## config.mk

```make
export PLATFORM = sky130hd
export DESIGN_NAME = sorted_priority_queue_flat
export DESIGN_NICKNAME = d
export VERILOG_FILES = /design/src/rtl/spq_pkg.sv /design/src/rtl/spq_if.sv /design/src/rtl/spq_cell.sv /design/src/rtl/sorted_priority_queue.sv /design/src/flat_wrapper.sv
export SDC_FILE = /design/constraint.sdc
export NUM_CORES = 2
export LEC_CHECK = 0
export BUFFER_PORTS_ARGS = -buffer_cell sky130_fd_sc_hd__clkbuf_2
export CORE_MARGIN = 3
export CORE_UTILIZATION = 60
export DETAILED_ROUTE_END_ITERATION = 10
export HOLD_SLACK_MARGIN = 0.1
export PLACE_DENSITY_LB_ADDON = 0.05
export SLEW_MARGIN = 15
export SYNTH_ARGS = -nofsm -noshare
export SYNTH_HDL_FRONTEND = slang
export SYNTH_HIERARCHICAL = 1
export SYNTH_SLANG_ARGS = --single-unit
```

## constraint.sdc

```tcl
create_clock -name clk -period 12.67 [get_ports clk]
set_clock_uncertainty 0.05 [all_clocks]
set_input_delay 0 -clock clk [delete_from_list [all_inputs] [get_ports clk]]
set_output_delay 0 -clock clk [all_outputs]
set_load 0.01 [all_outputs]
```

## src/rtl/spq_pkg.sv

```systemverilog
// Package for the sorted priority queue: sizes, command and status codes,
// and the control bundle that the top level sends down the cell row.
// No dependencies.
`default_nettype none

package spq_pkg;

  // Queue geometry and stored widths
  localparam int DEPTH     = 16;
  localparam int PRIO_BITS = 16;
  localparam int DATA_BITS = 32;
  localparam int CNT_W     = $clog2(DEPTH + 1);

  // Fixed widths of the channel fields
  localparam int CMD_W    = 2;
  localparam int PRIO_W   = 16;
  localparam int ELEM_W   = 32;
  localparam int STATUS_W = 2;
  localparam int COUNT_W  = 5;

  typedef enum logic [CMD_W-1:0] {
    CMD_INSERT = 2'd0,
    CMD_POP    = 2'd1,
    CMD_PEEK   = 2'd2,
    CMD_CLEAR  = 2'd3
  } cmd_t;

  typedef enum logic [STATUS_W-1:0] {
    ST_DONE  = 2'd0,
    ST_EMPTY = 2'd1,
    ST_FULL  = 2'd2
  } status_t;

  typedef logic signed [PRIO_BITS-1:0] prio_t;
  typedef logic [DATA_BITS-1:0]        data_t;

  // Broadcast to every cell for one request
  typedef struct packed {
    logic  ins;
    logic  pop;
    prio_t new_prio;
    data_t new_data;
  } spq_ctl_t;

endpackage

`default_nettype wire

```

## src/rtl/spq_if.sv

```systemverilog
// Valid/ready channel interfaces for the sorted priority queue:
// one for requests, one for results. Depends on spq_pkg.
`default_nettype none

interface spq_in_if import spq_pkg::*; ();
  logic              valid;
  logic              ready;
  logic [CMD_W-1:0]  command;
  logic [PRIO_W-1:0] priority_req;
  logic [ELEM_W-1:0] element;

  modport source (output valid, output command, output priority_req, output element,
                  input ready);
  modport sink   (input valid, input command, input priority_req, input element,
                  output ready);
endinterface

interface spq_out_if import spq_pkg::*; ();
  logic                valid;
  logic                ready;
  logic [STATUS_W-1:0] status;
  logic [ELEM_W-1:0]   head_element;
  logic                head_valid;
  logic [COUNT_W-1:0]  entry_count;

  modport source (output valid, output status, output head_element, output head_valid,
                  output entry_count, input ready);
  modport sink   (input valid, input status, input head_element, input head_valid,
                  input entry_count, output ready);
endinterface

`default_nettype wire

```

## src/rtl/spq_cell.sv

```systemverilog
// One slot of the sorted queue: holds a priority and payload, and on each
// request keeps, takes the new entry, or takes a neighbor. Depends on spq_pkg.
`default_nettype none

module spq_cell import spq_pkg::*; (
  input  wire logic     clk,
  input  wire spq_ctl_t ctl,
  input  wire logic     occ,        // slot lies below the entry count
  input  wire logic     ge_left,    // left neighbor stays in place on insert
  input  wire prio_t    left_prio,
  input  wire data_t    left_data,
  input  wire prio_t    right_prio,
  input  wire data_t    right_data,
  output logic          ge,
  output prio_t         prio_q,
  output data_t         data_q,
  output data_t         data_nxt
);

  prio_t prio_r, prio_nxt;
  data_t data_r;

  // Equal priorities stay ahead of the new entry
  assign ge = occ && (prio_r >= ctl.new_prio);

  always_comb begin
    prio_nxt = prio_r;
    data_nxt = data_r;
    if (ctl.ins && !ge) begin
      if (ge_left) begin
        prio_nxt = ctl.new_prio;
        data_nxt = ctl.new_data;
      end else begin
        prio_nxt = left_prio;
        data_nxt = left_data;
      end
    end else if (ctl.pop) begin
      prio_nxt = right_prio;
      data_nxt = right_data;
    end
  end

  always_ff @(posedge clk) begin
    prio_r <= prio_nxt;
    data_r <= data_nxt;
  end

  assign prio_q = prio_r;
  assign data_q = data_r;

endmodule

`default_nettype wire

```

## src/rtl/sorted_priority_queue.sv

```systemverilog
// Sorted priority queue built from a row of DEPTH slot cells, head at cell 0.
// The result of a request is registered as the request is accepted.
// Throughput: one request per cycle while the result side is ready or no
// result is pending; every insert, pop, peek or clear is done as the cell row shifts or settles.
// Reset clears the entry count and the result valid; slot contents are
// left as they are and never read above the count.
`default_nettype none

module sorted_priority_queue import spq_pkg::*; (
  input  wire logic clk,
  input  wire logic rst_n,
  spq_in_if.sink    in_ch,
  spq_out_if.source out_ch
);

  logic [CNT_W-1:0] count_r, count_nxt;
  logic             out_valid_r, out_valid_nxt;
  status_t          status_r, status_nxt;
  logic [ELEM_W-1:0] head_r, head_nxt;

  logic       accept;
  spq_ctl_t   ctl;
  logic [DEPTH-1:0] occ, ge;
  prio_t      cell_prio [DEPTH];
  data_t      cell_data [DEPTH];
  data_t      cell_nxt  [DEPTH];
  cmd_t       cmd;

  assign in_ch.ready = !out_valid_r || out_ch.ready;
  assign accept      = in_ch.valid && in_ch.ready;
  assign cmd         = cmd_t'(in_ch.command);

  // Decode the request into shift controls, the new count and the status
  always_comb begin
    ctl.ins      = 1'b0;
    ctl.pop      = 1'b0;
    ctl.new_prio = prio_t'(in_ch.priority_req);
    ctl.new_data = data_t'(in_ch.element);
    count_nxt    = count_r;
    status_nxt   = ST_DONE;
    case (cmd)
      CMD_INSERT: begin
        if (count_r == CNT_W'(DEPTH)) begin
          status_nxt = ST_FULL;
        end else begin
          ctl.ins   = accept;
          count_nxt = count_r + CNT_W'(1);
        end
      end
      CMD_POP: begin
        if (count_r == '0) begin
          status_nxt = ST_EMPTY;
        end else begin
          ctl.pop   = accept;
          count_nxt = count_r - CNT_W'(1);
        end
      end
      CMD_PEEK:  count_nxt = count_r;
      CMD_CLEAR: count_nxt = '0;
      default:   count_nxt = count_r;
    endcase
  end

  for (genvar i = 0; i < DEPTH; i++) begin : g_cell
    assign occ[i] = (count_r > CNT_W'(i));

    if (i == 0) begin : g_head
      spq_cell u_cell (
        .clk        (clk),
        .ctl        (ctl),
        .occ        (occ[i]),
        .ge_left    (1'b1),
        .left_prio  (ctl.new_prio),
        .left_data  (ctl.new_data),
        .right_prio (cell_prio[i+1]),
        .right_data (cell_data[i+1]),
        .ge         (ge[i]),
        .prio_q     (cell_prio[i]),
        .data_q     (cell_data[i]),
        .data_nxt   (cell_nxt[i])
      );
    end else if (i == DEPTH - 1) begin : g_tail
      // Tail takes its own value on pop; the count drops past it anyway
      spq_cell u_cell (
        .clk        (clk),
        .ctl        (ctl),
        .occ        (occ[i]),
        .ge_left    (ge[i-1]),
        .left_prio  (cell_prio[i-1]),
        .left_data  (cell_data[i-1]),
        .right_prio (cell_prio[i]),
        .right_data (cell_data[i]),
        .ge         (ge[i]),
        .prio_q     (cell_prio[i]),
        .data_q     (cell_data[i]),
        .data_nxt   (cell_nxt[i])
      );
    end else begin : g_mid
      spq_cell u_cell (
        .clk        (clk),
        .ctl        (ctl),
        .occ        (occ[i]),
        .ge_left    (ge[i-1]),
        .left_prio  (cell_prio[i-1]),
        .left_data  (cell_data[i-1]),
        .right_prio (cell_prio[i+1]),
        .right_data (cell_data[i+1]),
        .ge         (ge[i]),
        .prio_q     (cell_prio[i]),
        .data_q     (cell_data[i]),
        .data_nxt   (cell_nxt[i])
      );
    end
  end

  // Report the head as it stands after the request
  assign head_nxt = (count_nxt != '0) ? ELEM_W'(cell_nxt[0]) : '0;

  always_comb begin
    out_valid_nxt = out_valid_r;
    if (accept) begin
      out_valid_nxt = 1'b1;
    end else if (out_ch.ready) begin
      out_valid_nxt = 1'b0;
    end
  end

  always_ff @(posedge clk) begin
    if (!rst_n) begin
      count_r     <= '0;
      out_valid_r <= 1'b0;
    end else begin
      out_valid_r <= out_valid_nxt;
      if (accept) begin
        count_r <= count_nxt;
      end
    end
  end

  always_ff @(posedge clk) begin
    if (accept) begin
      status_r <= status_nxt;
      head_r   <= head_nxt;
    end
  end

  assign out_ch.valid        = out_valid_r;
  assign out_ch.status       = status_r;
  assign out_ch.head_element = head_r;
  assign out_ch.head_valid   = (count_r != '0);
  assign out_ch.entry_count  = COUNT_W'(count_r);

endmodule

`default_nettype wire

```

## src/flat_wrapper.sv

```systemverilog
// flat-port wrapper written by rule: the top's interface ports become plain ports
module sorted_priority_queue_flat import spq_pkg::*;
  (clk, rst_n, in_ch_valid, in_ch_command, in_ch_priority_req, in_ch_element, in_ch_ready, out_ch_valid, out_ch_status, out_ch_head_element, out_ch_head_valid, out_ch_entry_count, out_ch_ready);
  spq_in_if in_ch_i ();
  spq_out_if out_ch_i ();
  input  wire logic clk;
  input  wire logic rst_n;
  input wire logic [$bits(in_ch_i.valid)-1:0] in_ch_valid;
  input wire logic [$bits(in_ch_i.command)-1:0] in_ch_command;
  input wire logic [$bits(in_ch_i.priority_req)-1:0] in_ch_priority_req;
  input wire logic [$bits(in_ch_i.element)-1:0] in_ch_element;
  output wire logic [$bits(in_ch_i.ready)-1:0] in_ch_ready;
  output wire logic [$bits(out_ch_i.valid)-1:0] out_ch_valid;
  output wire logic [$bits(out_ch_i.status)-1:0] out_ch_status;
  output wire logic [$bits(out_ch_i.head_element)-1:0] out_ch_head_element;
  output wire logic [$bits(out_ch_i.head_valid)-1:0] out_ch_head_valid;
  output wire logic [$bits(out_ch_i.entry_count)-1:0] out_ch_entry_count;
  input wire logic [$bits(out_ch_i.ready)-1:0] out_ch_ready;
  assign in_ch_i.valid = in_ch_valid;
  assign in_ch_i.command = in_ch_command;
  assign in_ch_i.priority_req = in_ch_priority_req;
  assign in_ch_i.element = in_ch_element;
  assign in_ch_ready = in_ch_i.ready;
  assign out_ch_valid = out_ch_i.valid;
  assign out_ch_status = out_ch_i.status;
  assign out_ch_head_element = out_ch_i.head_element;
  assign out_ch_head_valid = out_ch_i.head_valid;
  assign out_ch_entry_count = out_ch_i.entry_count;
  assign out_ch_i.ready = out_ch_ready;
  sorted_priority_queue u_core (.clk(clk), .rst_n(rst_n), .in_ch(in_ch_i), .out_ch(out_ch_i));
endmodule
```

Word level (Yosys, flattened, before mapping):

Cells that the tools add are included.

* register bits: 808
* bits in latches: 0
* bits in writable memories: 0
* bits in read-only memories: 0
* input bits: 54
* logic and storage cells: 247
* memories: 0

* $add $sub $neg: 2
* $mul: 0
* div/mod/pow operators: 0
* order comparisons: 32
* equal/unequal tests: 4
* shift-type cells: 0
* mux-type cells: 102
* bitwise operators: 0
* reduce and logical (&&, ||, !) cells: 71

Operators with widths (number)
* 32-bit two-way mux: 45
* 16-bit two-way mux: 45
* 16-bit >= comparator: 16
* 5-bit by 4-bit greater-than comparator with 1-bit output (second input constant): 8
* 1-bit logical AND: 33
* 2-bit nonzero test: 16
* 5-bit by 3-bit greater-than comparator with 1-bit output (second input constant): 4
* 5-bit case mux with 4 select lines: 1
* 1-bit zero test: 17
* 5-bit by 1-bit greater-than comparator with 1-bit output (second input constant): 2
* 5-bit by 2-bit greater-than comparator with 1-bit output (second input constant): 2
* 5-bit two-way mux: 2
* 5-bit nonzero test: 2
* 1-bit two-way mux: 7
* 5-bit by 1-bit adder with 5-bit output (second input constant): 1
* 5-bit equality test (second input constant): 1
* 5-bit zero test: 1
* 5-bit by 1-bit subtractor with 5-bit output (second input constant): 1
* 2-bit equality test (second input constant): 2
* 2-bit case mux with 2 select lines: 1
* 2-bit by 1-bit equality test with 1-bit output (second input constant): 1
* 2-bit zero test: 1
* 2-bit two-way mux: 1
* 1-bit logical OR: 1

Depth between registers and ports, before layout:

* depth in word-level cells: 7
* mapped depth: 12

Modules after synthesis:

The synthesis kept the hierarchy.

By module, submodules not included
* spq_cell (u_core.g_cell[0].g_head.u_cell ...): instances 8, cells an instance 254, area each 2992.9 um^2
* spq_cell (u_core.g_cell[2].g_mid.u_cell ...): instances 8, cells an instance 254, area each 2980.4 um^2
* sorted_priority_queue: instances 1, cells an instance 190, area each 2155.8 um^2

Least setup slack after synthesis:

OpenSTA, ideal clock, no wires.

* path type: reg-to-reg
* start: register u_core.count_r[1] (netlist: u_core/out_ch.entry_count[1])
* end: register u_core.g_cell[0].g_head.u_cell.prio_r[0], enable pin
* setup time: 373 ps
* data arrival time: 3993 ps
* slack: 8254 ps
* stages on the path, launching flop included: 11
* path through: dfxtp_1 -> clkbuf_1 -> inv_1 -> ha_1 -> nand4bb_1 -> nand2_1 -> nor2_1 -> o311ai_1 -> o311ai_4 -> buf_4 -> or2_1

RTL lines
* start, declared: RTL line sorted_priority_queue.sv:16 `logic [CNT_W-1:0] count_r, count_nxt;`
* start signal, assigned: RTL line sorted_priority_queue.sv:135 `count_r <= count_nxt;`
* end signal, assigned: RTL line spq_cell.sv:44 `prio_r <= prio_nxt;`
* end, declared: RTL line spq_cell.sv:20 `prio_t prio_r, prio_nxt;`

==> flow_summary.yaml <==
status:
  status: "finished, final reports clean"
placed_design:
  port_buffers: 95
  hpwlAfterDp_um: 75240
  pre_cts_slack_ps: 7759
  gp_congestion: 0.8612
setup_path:
  crit_required_ps: 13100
  reg2reg_from: "u_core/out_ch.entry_count[0]"
  cpMaxStageDelayCell: "buf_4"
  regToRegSetupSlack_ps: 7670
  cp.depth: 10
  worstPathArrival_ps: 5430
  path_max_fanout: 123
  worstSetupPathType: "register to register"
  cp-start-kind: "register"
  crit_path_cell_trace: "inv_1 -> ha_1 -> or4b_1 -> nand2_2 -> nor2_4 -> buf_12 -> buf_4 -> buf_4 -> mux2i_1 -> mux2i_1"
  worst_r2r_endpoint: "u_core/g_cell[6].g_mid.u_cell/data_q[20]"
  end_kind: "register"
  cp_top_family: "buffers and inverters"
  max_stage_delay_ps: 960
  path_buf_inv: 4
  r2r_cells: 10
pwr:
  vdd.ir_drop.worst_uv: 134.2
  power_density_nw_per_um2: 178.9
  p_total_mw: 9.721
  p_leak_nw: 19.60
sta:
  final_hold_viol_count: 0
  tightest_slew_ps: 1125
  relSlewSlack_pct: 24.21
  setup_ws_ps: 7665
  setup_tns_ps: 0
  fin_crit_sh_pct: 39.50
  slew_violations: 0
  fmax_mhz: 199.8
  rsz0062_at_grt: "no"
  hold_slack_ps: 159.1
  fin_crit_ps: 5005
  setup_viol: 0
cts:
  numCtsBuffers: 91
  clk_latency_ps: 640
  cts_tree: "done"
  htreeDepth: 3
  clockRootBuffer: "clkbuf_16"
  clockBufferDepth: 3
  cts.clk_slew.worst_paths_ps: 60
  cts_num_sinks: 808
global_routing:
  grt_antenna_before_repair: 2
  grt_pass1_vias: 32420
  overflow: 0
  top_usage_layer: "met2"
  met3_usage_pct: 3.918
  grt_use_total_pct: 26.15
  grt_max_degree: 124
  grt_first_pass_wirelength_um: 183200
  grt_use_met2_pct: 42.42
  grt_use_met1_pct: 36.89
worst_hold_path:
  hp-class: "input pin to register"
  holdPathStages: 4
  worstHoldEndpoint: "u_core/g_cell[15].g_tail.u_cell/prio_q[6]"
  hold_path_startpoint: "in_ch_priority_req[6]"
detailed_routing:
  viasPerCell: 5.932
  routed_wl_um: 115000
  wl_per_cell_um: 21.14
  ant_nets: 0
  drt-initial-drc-count: 1768
  drc_errors: 0
  drt_first_pass_iters: 7
  num_vias: 32260
synth:
  syn_area_um2: 49930
  ys_warn_count: 6
  syn_area_per_cell_um2: 11.74
  synthCells: 4252
die:
  fp-row-count: 105
  die_area_um2: 86710
  start_util_pct: 60.71
  die_h_um: 294.5
  dieWidth_um: 294.5
  io_pins: 96
  coreArea_um2: 82240
layout:
  layout-drive-gt1-share_pct: 13.36
  final_nets: 4612
  syn_to_final_growth_pct: 8.862
  final_cell_mix: "1,536 x mux2i_1, 518 x dfxtp_1, 290 x edfxtp_1, 279 x inv_1, 262 x ha_1"
  final_common_cell: "mux2i_1"
flow_run:
  cap_viol_max_count: 0
[worst max-delay path by stage]
stage,start,to,slack [ps]
after global placement,u_core/out_ch.entry_count[0],u_core/out_ch.head_element[19],7870
after detailed placement,u_core/out_ch.entry_count[0],u_core/out_ch.head_element[19],7760
after global routing,u_core/out_ch.entry_count[0],u_core/out_ch.head_element[19],7400
after CTS,u_core/out_ch.entry_count[0],u_core/out_ch.head_element[19],7740
after floorplan,u_core/out_ch.entry_count[1],u_core/g_cell[0].g_head.u_cell/prio_q[0],8250
final,u_core/out_ch.entry_count[0],u_core/g_cell[6].g_mid.u_cell/data_q[20],7670
[registers in the layout, indices dropped and copies added (netlist names)]
register / flops
u_core/g_cell.g_mid.u_cell/data_q: 448
u_core/g_cell.g_head.u_cell/prio_q: 16
u_core/out_ch.valid: 1
u_core/g_cell.g_mid.u_cell/prio_q: 224
u_core/g_cell.g_head.u_cell/data_q: 32
u_core/out_ch.head_element: 32
u_core/g_cell.g_tail.u_cell/data_q: 32
u_core/out_ch.entry_count: 5
u_core/out_ch.status: 2
u_core/g_cell.g_tail.u_cell/prio_q: 16
[metal layers]
layer,vias to the layer above,wire [um]
met2,575,51920
met4,2,2368
li1,15860,-
met5,-,7
met1,15660,55500
met3,158,5167
[what timing repair did]
action	4_1_cts	5_1_grt
endpoints found under the hold margin	520	0
gates resized for setup	0	0
buffers inserted	0	0
hold buffers	42	0
[per-stage QoR]
step	cell area [um2]	std cells	util (%)
5_1_grt	54340	5435	66.08
6_report	54350	5437	66.09
3_5_place_dp	50960	5231	61.96
2_1_floorplan	49930	4254	-
3_3_place_gp	50960	5231	61.96
4_1_cts	54340	5435	66.08
[power by group]
group | switching (mW) | total (mW) | internal [mW]
sequential | 0.688 | 4.36 | 3.68
combinational | 1.34 | 2.71 | 1.38
clock | 1.08 | 2.64 | 1.56
[final cells by class]
| type | instances | area, um2 |
|---|---|---|
| multi-input combinational | 2928 | 28610 |
| fill | 6547 | 27890 |
| sequential | 808 | 19080 |
| clock buffer | 136 | 2638 |
| tap | 1070 | 1339 |
| timing repair buffer | 187 | 1296 |
| inverter | 280 | 1051 |
| clock inverter | 26 | 327.8 |
| antenna | 2 | 5.005 |
[worst register-to-register path: stages, from the launching register on]
cell     delay, ps
dfxtp_1        580
inv_1          200
ha_1           290
or4b_1         380
nand2_2        140
nor2_4         120
buf_12         580
buf_4         1090
buf_4         1000
mux2i_1        320
mux2i_1         90
Note: power is estimated with default switching activity, not from simulation.
